## config.mk

```make
export PLATFORM = sky130hd
export DESIGN_NAME = fourth_order_line_derivative
export DESIGN_NICKNAME = d
export VERILOG_FILES = /design/src/rtl/core/fold_pkg.sv /design/src/rtl/core/fourth_order_line_derivative.sv /design/src/rtl/core/fold_cell.sv /design/src/rtl/core/fold_seq.sv /design/src/rtl/core/fold_div.sv
export SDC_FILE = /design/constraint.sdc
export NUM_CORES = 2
export LEC_CHECK = 0
export ABC_AREA = 1
export BUFFER_PORTS_ARGS = -buffer_cell sky130_fd_sc_hd__buf_2
export CAP_MARGIN = 0
export CORE_ASPECT_RATIO = 1.2
export CORE_MARGIN = 2
export CORE_UTILIZATION = 45
export DETAILED_ROUTE_END_ITERATION = 6
export PLACE_DENSITY = 0.56
export SLEW_MARGIN = 20
export SYNTH_ARGS = -nofsm -noshare
export SYNTH_HDL_FRONTEND = slang
export SYNTH_SLANG_ARGS = --single-unit
```

## constraint.sdc

```tcl
create_clock -name clk -period 16.6 [get_ports clk]
set_input_delay 0.83 -clock clk [delete_from_list [all_inputs] [get_ports clk]]
set_output_delay 0.83 -clock clk [all_outputs]
set_load 0.02 [all_outputs]
```

## src/rtl/core/fold_pkg.sv

```systemverilog
// Shared types, constants and stencil coefficients for the fourth-order
// line derivative block. No dependencies.
package fold_pkg;

    localparam int SAMPLE_WIDTH_DEF = 16;
    localparam int DERIV_W          = 19;
    localparam int WIN_LEN          = 5;
    localparam int PLAN_LEN         = 5;
    localparam int CNT_W            = 3;
    localparam int SEEN_W           = 3;
    localparam int SEEN_FULL        = 5;    // window just filled
    localparam int SEEN_MAX         = 6;    // more than five samples seen
    localparam int COEF_W           = 8;
    localparam int TERM_GROW        = 7;    // |coef| <= 48
    localparam int SUM_GROW         = 8;    // sum of |coef| <= 128

    // divide by 24: round, shift right by 3, then multiply by a reciprocal of 3
    localparam int DIV_PRE    = 3;
    localparam int ROUND_ADD  = 12;
    localparam int MAG_LO_W   = 23;
    localparam int T_W        = 20;
    localparam int MUL_W      = 21;
    localparam int DIV3_SHIFT = 22;
    localparam int Q_W        = DERIV_W - 1;
    localparam logic [MUL_W-1:0] DIV3_MUL = MUL_W'(((1 << DIV3_SHIFT) + 2) / 3);
    // smallest magnitude whose rounded quotient no longer fits
    localparam int SAT_MAG = 24 * (1 << (DERIV_W - 1)) - ROUND_ADD;

    localparam logic [DERIV_W-1:0] DERIV_MAX = {1'b0, {Q_W{1'b1}}};
    localparam logic [DERIV_W-1:0] DERIV_MIN = {1'b1, {Q_W{1'b0}}};

    typedef enum logic [2:0] {
        K_FIRST    = 3'd0,
        K_SECOND   = 3'd1,
        K_CENTER   = 3'd2,
        K_NEAR_END = 3'd3,
        K_END      = 3'd4,
        K_SHORT    = 3'd5
    } kind_t;

    typedef struct packed {
        logic valid;
        logic point_is_last;
        logic run_last;
        logic short_line;
    } ctrl_t;

    typedef struct packed {
        ctrl_t ctrl;
        kind_t kind;
    } issue_t;

    // weight of window position pos (0 = oldest) for stencil k
    function automatic logic signed [COEF_W-1:0] coeff(kind_t k, logic [2:0] pos);
        logic signed [COEF_W-1:0] c;
        c = '0;
        case (k)
            K_FIRST:
            begin
                case (pos)
                    3'd0:    c = -8'sd25;
                    3'd1:    c =  8'sd48;
                    3'd2:    c = -8'sd36;
                    3'd3:    c =  8'sd16;
                    3'd4:    c = -8'sd3;
                    default: c = '0;
                endcase
            end
            K_SECOND:
            begin
                case (pos)
                    3'd0:    c = -8'sd3;
                    3'd1:    c = -8'sd10;
                    3'd2:    c =  8'sd18;
                    3'd3:    c = -8'sd6;
                    3'd4:    c =  8'sd1;
                    default: c = '0;
                endcase
            end
            K_CENTER:
            begin
                case (pos)
                    3'd0:    c =  8'sd1;
                    3'd1:    c = -8'sd8;
                    3'd3:    c =  8'sd8;
                    3'd4:    c = -8'sd1;
                    default: c = '0;
                endcase
            end
            K_NEAR_END:
            begin
                case (pos)
                    3'd0:    c = -8'sd1;
                    3'd1:    c =  8'sd6;
                    3'd2:    c = -8'sd18;
                    3'd3:    c =  8'sd10;
                    3'd4:    c =  8'sd3;
                    default: c = '0;
                endcase
            end
            K_END:
            begin
                case (pos)
                    3'd0:    c =  8'sd3;
                    3'd1:    c = -8'sd16;
                    3'd2:    c =  8'sd36;
                    3'd3:    c = -8'sd48;
                    3'd4:    c =  8'sd25;
                    default: c = '0;
                endcase
            end
            default: c = '0;   // short line: all weights zero
        endcase
        return c;
    endfunction

endpackage

```

## src/rtl/core/fourth_order_line_derivative.sv

```systemverilog
// Top level of the fourth-order line derivative: window cells, result
// sequencer, stencil sum and divide pipeline. Uses fold_pkg and all modules.
//
// Samples of one line arrive in order, the last one flagged by line_end; each
// sample is one item. The block returns the fourth-order first derivative of
// every point of the line (stencil sum / 24, rounded to nearest with ties away
// from zero, clamped to 19 bits): centered stencils inside, one-sided five-
// point stencils for the first two and last two points. The first four
// samples of a line give no result, the fifth gives three, each later one
// gives one, and the flagged last sample adds two more (a line of exactly five
// samples gives all five at its end). A line under five samples gives a
// single result with short_line set and derivative zero. run_last marks the
// final result of each input item. Rate: while the output is not stalled, the
// sequencer issues one stencil per cycle into the arithmetic pipe, so an item
// that causes several results holds off the next one until its last stencil
// issues; in the body of a long line that is one item per clock. An accepted
// item passes the registered stages stencil terms, sum, round, divide by 3
// and clamp. A stalled output freezes the whole pipe.
module fourth_order_line_derivative #(
    parameter int SAMPLE_WIDTH = fold_pkg::SAMPLE_WIDTH_DEF
) (
    input  logic                                clk,
    input  logic                                rst_n,
    input  logic                                in_valid,
    output logic                                in_stall,
    input  logic signed [SAMPLE_WIDTH-1:0]      sample,
    input  logic                                line_end,
    output logic                                out_valid,
    input  logic                                out_stall,
    output logic signed [fold_pkg::DERIV_W-1:0] derivative,
    output logic                                point_is_last,
    output logic                                run_last,
    output logic                                short_line
);

    localparam int WL     = fold_pkg::WIN_LEN;
    localparam int TERM_W = SAMPLE_WIDTH + fold_pkg::TERM_GROW;
    localparam int SUM_W  = SAMPLE_WIDTH + fold_pkg::SUM_GROW;

    logic                     accept;
    logic                     ready;
    logic                     adv;
    fold_pkg::issue_t         issue;
    fold_pkg::ctrl_t          c1_reg, c2_reg, out_ctrl;

    // window: index 0 holds the oldest sample
    logic signed [SAMPLE_WIDTH-1:0] win [WL];
    logic signed [SAMPLE_WIDTH-1:0] chain_in [WL];
    logic signed [TERM_W-1:0]       terms [WL];
    logic signed [SUM_W-1:0]        sum_reg, sum_next;

    // the whole pipe moves whenever the output register is free or taken
    assign adv      = !out_ctrl.valid || !out_stall;
    assign in_stall = !ready;
    assign accept   = in_valid && ready;

    fold_seq u_seq (
        .clk      (clk),
        .rst_n    (rst_n),
        .accept   (accept),
        .line_end (line_end),
        .adv      (adv),
        .ready    (ready),
        .issue    (issue)
    );

    // row of cells; new samples enter at the newest end and move one step
    // toward the oldest end on every accepted item
    for (genvar i = 0; i < WL; i++)
    begin : g_cell
        if (i == WL - 1)
        begin : g_head
            assign chain_in[i] = sample;
        end
        else
        begin : g_link
            assign chain_in[i] = win[i+1];
        end

        fold_cell #(
            .SAMPLE_WIDTH (SAMPLE_WIDTH),
            .POS          (i)
        ) u_cell (
            .clk        (clk),
            .rst_n      (rst_n),
            .shift_en   (accept),
            .adv        (adv),
            .kind       (issue.kind),
            .sample_in  (chain_in[i]),
            .sample_out (win[i]),
            .term       (terms[i])
        );
    end

    // five-term stencil sum
    always_comb
    begin
        sum_next = '0;
        for (int i = 0; i < WL; i++)
        begin
            sum_next = sum_next + SUM_W'(terms[i]);
        end
    end

    always_ff @(posedge clk or negedge rst_n)
    begin
        if (!rst_n)
        begin
            c1_reg <= '0;
            c2_reg <= '0;
        end
        else if (adv)
        begin
            c1_reg <= issue.ctrl;
            c2_reg <= c1_reg;
        end
    end

    always_ff @(posedge clk)
    begin
        if (adv)
        begin
            sum_reg <= sum_next;
        end
    end

    fold_div #(
        .SUM_W (SUM_W)
    ) u_div (
        .clk        (clk),
        .rst_n      (rst_n),
        .adv        (adv),
        .in_ctrl    (c2_reg),
        .sum        (sum_reg),
        .out_ctrl   (out_ctrl),
        .derivative (derivative)
    );

    assign out_valid     = out_ctrl.valid;
    assign point_is_last = out_ctrl.point_is_last;
    assign run_last      = out_ctrl.run_last;
    assign short_line    = out_ctrl.short_line;

    // short-line marker: all weights zero, so the sum must be zero
    a_short_sum_zero: assert property (@(posedge clk) disable iff (!rst_n)
        c2_reg.valid && c2_reg.short_line |-> sum_reg == '0)
        else $error("short-line item carries a nonzero stencil sum");

    a_short_result: assert property (@(posedge clk) disable iff (!rst_n)
        out_valid && short_line |-> point_is_last && run_last && derivative == '0)
        else $error("short-line result malformed");

    a_last_point_ends_run: assert property (@(posedge clk) disable iff (!rst_n)
        out_valid && point_is_last |-> run_last)
        else $error("final point of a line is not the last result of its item");

endmodule

```

## src/rtl/core/fold_cell.sv

```systemverilog
// One window cell: holds a sample, passes it to the older neighbor, and
// registers its weighted term for the stencil being issued. Uses fold_pkg.
module fold_cell #(
    parameter int SAMPLE_WIDTH = fold_pkg::SAMPLE_WIDTH_DEF,
    parameter int POS          = 0
) (
    input  logic                                  clk,
    input  logic                                  rst_n,
    input  logic                                  shift_en,
    input  logic                                  adv,
    input  fold_pkg::kind_t                       kind,
    input  logic signed [SAMPLE_WIDTH-1:0]        sample_in,
    output logic signed [SAMPLE_WIDTH-1:0]        sample_out,
    output logic signed [SAMPLE_WIDTH+fold_pkg::TERM_GROW-1:0] term
);

    localparam int TERM_W = SAMPLE_WIDTH + fold_pkg::TERM_GROW;

    logic signed [SAMPLE_WIDTH-1:0]       sample_reg;
    logic signed [TERM_W-1:0]             term_reg;
    logic signed [TERM_W-1:0]             term_next;
    logic signed [TERM_W-1:0]             sx;
    logic signed [TERM_W-1:0]             cx;

    assign sx        = TERM_W'(sample_reg);
    assign cx        = TERM_W'(fold_pkg::coeff(kind, 3'(POS)));
    assign term_next = sx * cx;

    // window starts all zero so zero-weight stencils give a clean zero
    always_ff @(posedge clk or negedge rst_n)
    begin
        if (!rst_n)
        begin
            sample_reg <= '0;
            term_reg   <= '0;
        end
        else
        begin
            if (shift_en)
            begin
                sample_reg <= sample_in;
            end
            if (adv)
            begin
                term_reg <= term_next;
            end
        end
    end

    assign sample_out = sample_reg;
    assign term       = term_reg;

endmodule

```

## src/rtl/core/fold_seq.sv

```systemverilog
// Result sequencer: tracks samples seen in the line and queues the stencils
// each item calls for, issuing one per cycle while the pipe advances. Uses fold_pkg.
module fold_seq (
    input  logic             clk,
    input  logic             rst_n,
    input  logic             accept,
    input  logic             line_end,
    input  logic             adv,
    output logic             ready,
    output fold_pkg::issue_t issue
);

    localparam int PL = fold_pkg::PLAN_LEN;
    localparam int CW = fold_pkg::CNT_W;
    localparam int SW = fold_pkg::SEEN_W;

    logic [SW-1:0]    seen_reg, seen_next, seen_inc;
    logic [CW-1:0]    cnt_reg, cnt_next, plan_cnt;
    fold_pkg::kind_t  kinds_reg [PL];
    fold_pkg::kind_t  kinds_next [PL];
    fold_pkg::kind_t  plan [PL];
    logic             pop;

    assign seen_inc = (seen_reg == SW'(fold_pkg::SEEN_MAX)) ? seen_reg : seen_reg + SW'(1);

    always_comb
    begin
        for (int i = 0; i < PL; i++)
        begin
            plan[i] = fold_pkg::K_CENTER;
        end
        plan_cnt = '0;
        if (seen_inc < SW'(fold_pkg::SEEN_FULL))
        begin
            if (line_end)
            begin
                plan[0]  = fold_pkg::K_SHORT;
                plan_cnt = CW'(1);
            end
        end
        else if (seen_inc == SW'(fold_pkg::SEEN_FULL))
        begin
            plan[0]  = fold_pkg::K_FIRST;
            plan[1]  = fold_pkg::K_SECOND;
            plan[2]  = fold_pkg::K_CENTER;
            plan_cnt = CW'(3);
            if (line_end)
            begin
                plan[3]  = fold_pkg::K_NEAR_END;
                plan[4]  = fold_pkg::K_END;
                plan_cnt = CW'(PL);
            end
        end
        else
        begin
            plan[0]  = fold_pkg::K_CENTER;
            plan_cnt = CW'(1);
            if (line_end)
            begin
                plan[1]  = fold_pkg::K_NEAR_END;
                plan[2]  = fold_pkg::K_END;
                plan_cnt = CW'(3);
            end
        end
    end

    assign pop   = adv && (cnt_reg != '0);
    assign ready = (cnt_reg == '0) || ((cnt_reg == CW'(1)) && adv);

    always_comb
    begin
        seen_next = seen_reg;
        cnt_next  = cnt_reg;
        for (int i = 0; i < PL; i++)
        begin
            kinds_next[i] = kinds_reg[i];
        end
        if (accept)
        begin
            seen_next = line_end ? '0 : seen_inc;
            cnt_next  = plan_cnt;
            for (int i = 0; i < PL; i++)
            begin
                kinds_next[i] = plan[i];
            end
        end
        else if (pop)
        begin
            cnt_next = cnt_reg - CW'(1);
            for (int i = 0; i < PL - 1; i++)
            begin
                kinds_next[i] = kinds_reg[i+1];
            end
        end
    end

    always_ff @(posedge clk or negedge rst_n)
    begin
        if (!rst_n)
        begin
            seen_reg <= '0;
            cnt_reg  <= '0;
            for (int i = 0; i < PL; i++)
            begin
                kinds_reg[i] <= fold_pkg::K_CENTER;
            end
        end
        else
        begin
            seen_reg <= seen_next;
            cnt_reg  <= cnt_next;
            for (int i = 0; i < PL; i++)
            begin
                kinds_reg[i] <= kinds_next[i];
            end
        end
    end

    always_comb
    begin
        issue.kind               = kinds_reg[0];
        issue.ctrl.valid         = (cnt_reg != '0);
        issue.ctrl.run_last      = (cnt_reg == CW'(1));
        issue.ctrl.point_is_last = (kinds_reg[0] == fold_pkg::K_END) ||
                                   (kinds_reg[0] == fold_pkg::K_SHORT);
        issue.ctrl.short_line    = (kinds_reg[0] == fold_pkg::K_SHORT);
    end

endmodule

```

## src/rtl/core/fold_div.sv

```systemverilog
// Rounded divide by 24 with saturation, three stages ending in the output
// register. Uses fold_pkg.
module fold_div #(
    parameter int SUM_W = fold_pkg::SAMPLE_WIDTH_DEF + fold_pkg::SUM_GROW
) (
    input  logic                                clk,
    input  logic                                rst_n,
    input  logic                                adv,
    input  fold_pkg::ctrl_t                     in_ctrl,
    input  logic signed [SUM_W-1:0]             sum,
    output fold_pkg::ctrl_t                     out_ctrl,
    output logic signed [fold_pkg::DERIV_W-1:0] derivative
);

    localparam int MW = (SUM_W > fold_pkg::MAG_LO_W + 1) ? SUM_W : fold_pkg::MAG_LO_W + 1;
    localparam int RW = fold_pkg::MAG_LO_W + 1;
    localparam int PW = fold_pkg::T_W + fold_pkg::MUL_W;

    fold_pkg::ctrl_t              ca_reg, cb_reg, cc_reg;
    logic                         neg_a_reg, sat_a_reg, neg_b_reg, sat_b_reg;
    logic [fold_pkg::T_W-1:0]     t_a_reg;
    logic [fold_pkg::Q_W-1:0]     q_b_reg;
    logic [fold_pkg::DERIV_W-1:0] deriv_reg, deriv_next;

    logic                         neg;
    logic [SUM_W-1:0]             mag;
    logic [MW-1:0]                mag_ext;
    logic [RW-1:0]                rnd;
    logic [PW-1:0]                prod;
    logic [fold_pkg::DERIV_W-1:0] q_ext;

    // stage A: magnitude, overflow check, round and drop the factor of 8
    assign neg     = sum[SUM_W-1];
    assign mag     = neg ? SUM_W'(-sum) : SUM_W'(sum);
    assign mag_ext = MW'(mag);
    assign rnd     = {1'b0, mag_ext[fold_pkg::MAG_LO_W-1:0]} + RW'(fold_pkg::ROUND_ADD);

    // stage B: divide by 3 through the reciprocal
    assign prod = PW'(t_a_reg) * PW'(fold_pkg::DIV3_MUL);

    // stage C: sign and clamp
    assign q_ext = {1'b0, q_b_reg};
    always_comb
    begin
        if (sat_b_reg)
        begin
            deriv_next = neg_b_reg ? fold_pkg::DERIV_MIN : fold_pkg::DERIV_MAX;
        end
        else
        begin
            deriv_next = neg_b_reg ? -q_ext : q_ext;
        end
    end

    always_ff @(posedge clk or negedge rst_n)
    begin
        if (!rst_n)
        begin
            ca_reg <= '0;
            cb_reg <= '0;
            cc_reg <= '0;
        end
        else if (adv)
        begin
            ca_reg <= in_ctrl;
            cb_reg <= ca_reg;
            cc_reg <= cb_reg;
        end
    end

    always_ff @(posedge clk)
    begin
        if (adv)
        begin
            neg_a_reg <= neg;
            sat_a_reg <= (mag_ext >= MW'(fold_pkg::SAT_MAG));
            t_a_reg   <= rnd[fold_pkg::DIV_PRE +: fold_pkg::T_W];
            neg_b_reg <= neg_a_reg;
            sat_b_reg <= sat_a_reg;
            q_b_reg   <= prod[fold_pkg::DIV3_SHIFT +: fold_pkg::Q_W];
            deriv_reg <= deriv_next;
        end
    end

    assign out_ctrl   = cc_reg;
    assign derivative = deriv_reg;

endmodule

```

* Yosys cells after proc, flatten, opt, wreduce, memory -nomap -nowiden
Cells that the tools add are included.
Widths: inputs -> output; s select.
** Storage, ports and cells
- Input port bits :: 21
- Logic and storage cells :: 109
- Flip-flop bits (word level) :: 321
- Output and inout port bits :: 24
** Cells by class
- Equal/unequal tests :: 8
- Magnitude comparators :: 2
- Mux-type cells :: 26
- Reductions and logical operators :: 13
- Multiply operators :: 6
- Add/sub/neg operators :: 9
** Operator list (number)
- $pmux 8 s5 :: 4
- $mul 16x8->23 :: 5
- $add 24x23->24 :: 3
- $mux 19 :: 3
- $mul 20x20->39 const B :: 1
- $mux 12 :: 3
- $pmux 8 s4 :: 1
- $mux 3 :: 9
- $add 23x23->24 :: 1
- $ge 24x23->1 const B :: 1
- $mux 24 :: 1
- $neg 24->24 :: 1
- $add 23x4->23 const B :: 1
- $neg 18->19 :: 1
- $eq 3x3->1 const B :: 4
- $mux 4 :: 2
- $mux 8 :: 1
- $eq 3x1->1 const B :: 2
- $eq 3x2->1 const B :: 2
- $logic_not 3->1 :: 2
- $add 3x1->3 const B :: 1
- $logic_and 1x1->1 :: 3
- $logic_not 1->1 :: 3
- $logic_or 1x1->1 :: 3
- 6 further kinds :: 6

* Logic depth before layout (Yosys ltp)
- Depth in word-level cells :: 6
- Depth in mapped cells :: 30
- Mapped depth without buffers :: 29

* By module
From an unflattened synthesis, not the netlist that was laid out.
** Unflattened totals
- Cells, all modules :: 5781
- Area total of the unflattened synthesis :: 45588.7 um2
** By module, submodules not included
- fold_div :: area each 11628.7 um2, times used 1, cells an instance 1355
- fold_cell at g_cell[4].u_cell :: area each 5977.0 um2, times used 1, cells an instance 787
- fold_cell at g_cell[0].u_cell :: area each 5945.7 um2, times used 1, cells an instance 774
- fold_cell at g_cell[2].u_cell :: area each 5557.8 um2, times used 1, cells an instance 716
- fold_cell at g_cell[1].u_cell :: area each 5454.0 um2, times used 1, cells an instance 707
- fold_cell at g_cell[3].u_cell :: area each 5016.1 um2, times used 1, cells an instance 653
- fourth_order_line_derivative :: area each 4877.2 um2, times used 1, cells an instance 653
- fold_seq :: area each 1132.3 um2, times used 1, cells an instance 136

* Worst setup path after synthesis
Ideal clock, no wire load.
- Path kind :: reg2reg
- Start point :: register u_div.t_a_reg[9] in the netlist's numbering
- End point :: register u_div.q_b_reg[4] in the netlist's numbering, data pin
- Arrival time :: 4989 ps
- Setup slack :: 11351 ps
- Buffers on the path :: 0
- Stages on the path, launching flop included :: 21
- Data required time :: 16340 ps
- Cell sequence :: edfxtp_1 > ha_1 > ha_1 > fa_1 > inv_1 > fa_1 > inv_1 > fa_1 > inv_1 > fa_1 > inv_1 > fa_1 > ha_1 > a21oi_1 > a21boi_0 > nor2_1 > nor2_1 > nand3_1 > nand2_1 > nand2_1 > xor2_1
** Between the ends
- Longest elaborated chain between the ends :: 1
** Ends and longest elaborated chain
- from (decl) :: line fold_div.sv:21 : logic [fold_pkg::T_W-1:0] t_a_reg;
- from (signal assigned) :: line fold_div.sv:77 : t_a_reg <= rnd[fold_pkg::DIV_PRE +: fold_pkg::T_W];
- $mul 20x20->39 :: line fold_div.sv:39 : assign prod = PW'(t_a_reg) * PW'(fold_pkg::DIV3_MUL);
- net u_div.prod[26] :: line fold_div.sv:29 : logic [PW-1:0] prod;
- to (signal assigned) :: line fold_div.sv:80 : q_b_reg <= prod[fold_pkg::DIV3_SHIFT +: fold_pkg::Q_W];
- to (decl) :: line fold_div.sv:22 : logic [fold_pkg::Q_W-1:0] q_b_reg;
The timed path passes the listed nets, and every way through them passes these cells.
A chain may end at the register's enable or synchronous reset.

* Worst setup path after layout
- Start point :: register u_seq.kinds_reg, in the netlist u_seq.issue[2]
- End point :: register g_cell[1].u_cell.term_reg[13]
** Between the ends
- Longest elaborated chain between the ends :: 3
** Ends and longest elaborated chain
- from (decl) :: line fold_seq.sv:19 : fold_pkg::kind_t kinds_reg [PL];
- from (signal, indexed assignment) :: line fold_seq.sv:105 : kinds_reg[i] <= fold_pkg::K_CENTER;
- from (signal, indexed assignment) :: line fold_seq.sv:114 : kinds_reg[i] <= kinds_next[i];
- $eq 3x3->1, or another cell as far along :: line fold_pkg.sv:57 : case (k)
- $pmux 8 s5 (*) :: line fold_pkg.sv:57
- $mul 16x8->23 (*) :: line fold_cell.sv:27 : assign term_next = sx * cx;
- to (signal assigned) :: line fold_cell.sv:45 : term_reg <= term_next;
- to (decl) :: line fold_cell.sv:20 : logic signed [TERM_W-1:0] term_reg;
Mark *: on every way between the ends. The rest lies on a longest branch, timed or not.

==> impl_summary.log <==
INFO  metric run_status = complete, no violations
INFO  metric synth.distinct_cells = 49
INFO  metric critPathCaptureType = flip-flop
INFO  metric syn_area_per_cell = 8.27 µm²
INFO  metric synthesis.area = 43000 µm²
INFO  metric final_cell_count_no_fill = 6497
INFO  metric grt.total_usage = 0.249
INFO  metric ys_seq_area_frac = 0.195
INFO  metric dr.pass1.iters = 6
INFO  metric number_of_flops_mapped_to_enable_cells_by_yosys = 85
INFO  metric yosys_most_used_dff = dfrtp_1
INFO  metric post-route-period-util = 0.405
INFO  metric tritoncts_clock_tree = built
INFO  metric multi_input_comb_area = 29500 µm²
INFO  metric timing.critical_path.fanout_max = 31
INFO  metric cts_root_buffer = clkbuf_16
INFO  metric hpwlAfterDp = 98100 µm
INFO  metric clock_path_buffers = 3
INFO  metric clk_pin_slew = 60 ps
INFO  metric synth_seq_cells = 317
INFO  metric antenna_violations_before_repair = 2
INFO  metric postCtsResizedCells = 0
INFO  metric drc_violation_count_after_routing = 0
INFO  metric max-cap-violations = 0
INFO  metric wire_per_inst = 18.0 µm
INFO  metric vias_per_cell = 5.01
INFO  metric ctsHoldBuffers = 0
INFO  metric via_count = 32537
INFO  metric gp_routability_congestion = 0.905
INFO  metric grt_setup_unrepaired = no
INFO  metric final_period_minus_worst_setup_slack = 6720 ps
INFO  metric cts.htree.levels = 2
INFO  metric drt-initial-drc-count = 1704
INFO  metric synthesis.nets = 6286
INFO  metric max_reg_flops = 112
INFO  metric worstSetupPathType = flip-flop to flip-flop
INFO  metric worstSetupStartpointType = flip-flop
INFO  metric chipWidth = 286 µm
INFO  metric die_height = 342 µm
INFO  metric seqCellArea = 8360 µm²
INFO  metric initial_core_util = 0.452
INFO  metric fin_nets = 6299
INFO  metric yosys-top-cells-count = inv_1 (1244), nand2_1 (944), fa_1 (615)
INFO  metric grt_start_max_net_pins = 116
INFO  metric first_global_vias = 34979
INFO  metric timing.final.max_slew_violations = 0
INFO  metric timing.critical_path.arrival = 7180 ps
INFO  metric clock_latency = 610 ps
INFO  metric timing.clock.skew = 39.6 ps
INFO  metric timing_hold_violations_final = 0
INFO  metric post-cts-setup-buffers = 0
INFO  metric finalSetupViolCount = 0
INFO  metric pin_count = 45
INFO  metric drive_above_1_share = 0.0334
INFO  metric tritoncts.num_buffers = 41
INFO  metric critical_path_required = 17060 ps
INFO  metric synthCells = 5192
INFO  metric synth_top_area_cell = fa_1
INFO  metric dpl.cell_count = 6422
INFO  metric fillers = 9555
INFO  metric wl = 117000 µm
INFO  metric async_flop_share = 0.732
INFO  metric synthMostInstantiatedCell = inv_1
INFO  metric area_delta_synth_final = 6.85%
INFO  metric timing.fmax = 149 MHz
INFO  metric globalRoute.totalOverflow = 0
INFO  metric worstMarginPinSlew = 1050 ps
INFO  metric tritoncts_num_sinks = 317
INFO  metric min-delay-path-class = input port to asynchronous set/reset pin
INFO  metric port_buffers = 44
INFO  metric number_of_diodes_added_for_antenna_fixing = 0
INFO  metric core_region_area = 95000 µm²
INFO  metric detail-route-antenna-nets = 0
INFO  metric dieArea = 97900 µm²
INFO  metric synthesis.yosys.warnings = 0
INFO  metric rows = 124
INFO  metric synth.top_cells.by_area = fa_1 (29%), ha_1 (13%), dfrtp_1 (13%)
INFO  metric slew_headroom = 0.301
INFO  metric global_route_wire_length_before_repair = 190000 µm
INFO  metric fin_setup_tns = 0 ps
INFO  metric synth_top_area_share = 0.287
## routing by layer
metal / wire (µm) / track usage
met5: 0 / 0
met4: 3490 / 0.0689
met3: 3950 / 0.0254
met2: 60900 / 0.465
met1: 48400 / 0.303
## worst max-delay path, stage by stage, from the launching register on
cell and delay [ps]:
dfrtp_1 440, inv_2 110, nand2_2 510, nor2_2 130, inv_2 100, nand2_1 290, inv_2 470, nand2_2 450
inv_1 360, nand2_1 120, fa_1 500, fa_1 500, inv_1 50, fa_1 490, inv_1 50, fa_1 480
inv_1 50, ha_1 310, nand2_1 90, o21ai_0 280, a21o_1 170, nand3_1 80, nand2_1 150, nand3_1 110
nand2_1 70, nand2_1 50, nand3_1 80, nand2_1 70
## worst paths after layout
check                                   startpoint  slack (ps)                              end  depth (start not counted)
worst max-delay path                u_seq.issue[2]        9880        g_cell[1].u_cell.term[13]                         27
worst min-delay path                         rst_n         360                  u_div.ca_reg[0]                          1
worst max register to register      u_seq.issue[2]        9880        g_cell[1].u_cell.term[13]                         27
worst min register to register  u_seq.kinds_reg[2]         470               u_seq.kinds_reg[2]                          2
max in group asynchronous                    rst_n       14830  g_cell[4].u_cell.sample_out[13]                          2
min in group clk                        sample[15]         450  g_cell[4].u_cell.sample_out[15]                          3
## cell type report
cell class / instances / area share
multi-input cells: 3531 / 0.644
flip-flops and latches: 317 / 0.182
inverters: 1254 / 0.103
well taps: 1260 / 0.0343
clock buffers: 58 / 0.0258
repair buffers: 60 / 0.00791
clock inverters: 17 / 0.00333
## logic make-up after synthesis
| kind of cell | count (synthesis) | share of synthesized area |
|---|---|---|
| compound gates | 543 | 0.0701 |
| xor+xnor | 155 | 0.0318 |
| fa+ha+maj | 1073 | 0.420 |
| buf+inv | 1344 | 0.118 |
| flops | 317 | 0.195 |
| simple gates | 1760 | 0.166 |
## through the flow
step                utilization  cell area [µm²]  setup slack, ps  hold WS (ps)
floorplan                     -            43000            11350           400
global placement          0.469            44600            10000           451
detailed placement        0.469            44600             9870           458
CTS                       0.483            45900             9850           387
global route              0.483            45900             9280           434
finish                    0.483            45900             9880           363
## cells in the final DEF, fill, tap and decap left out, drive strengths merged, types with 36 or more instances in the layout
cell type	n
fa	615
a31oi	37
inv	1256
nor3	36
ha	458
xnor2	72
o21ai	252
a21oi	160
nor2	540
edfxtp	85
xor2	83
dfrtp	227
buf	60
nand2	953
clkbuf	58
nand3	161
Power is left out: the tool's default activity adds up to more than one toggle a clock period on the data nets, which glitch-free logic cannot reach.
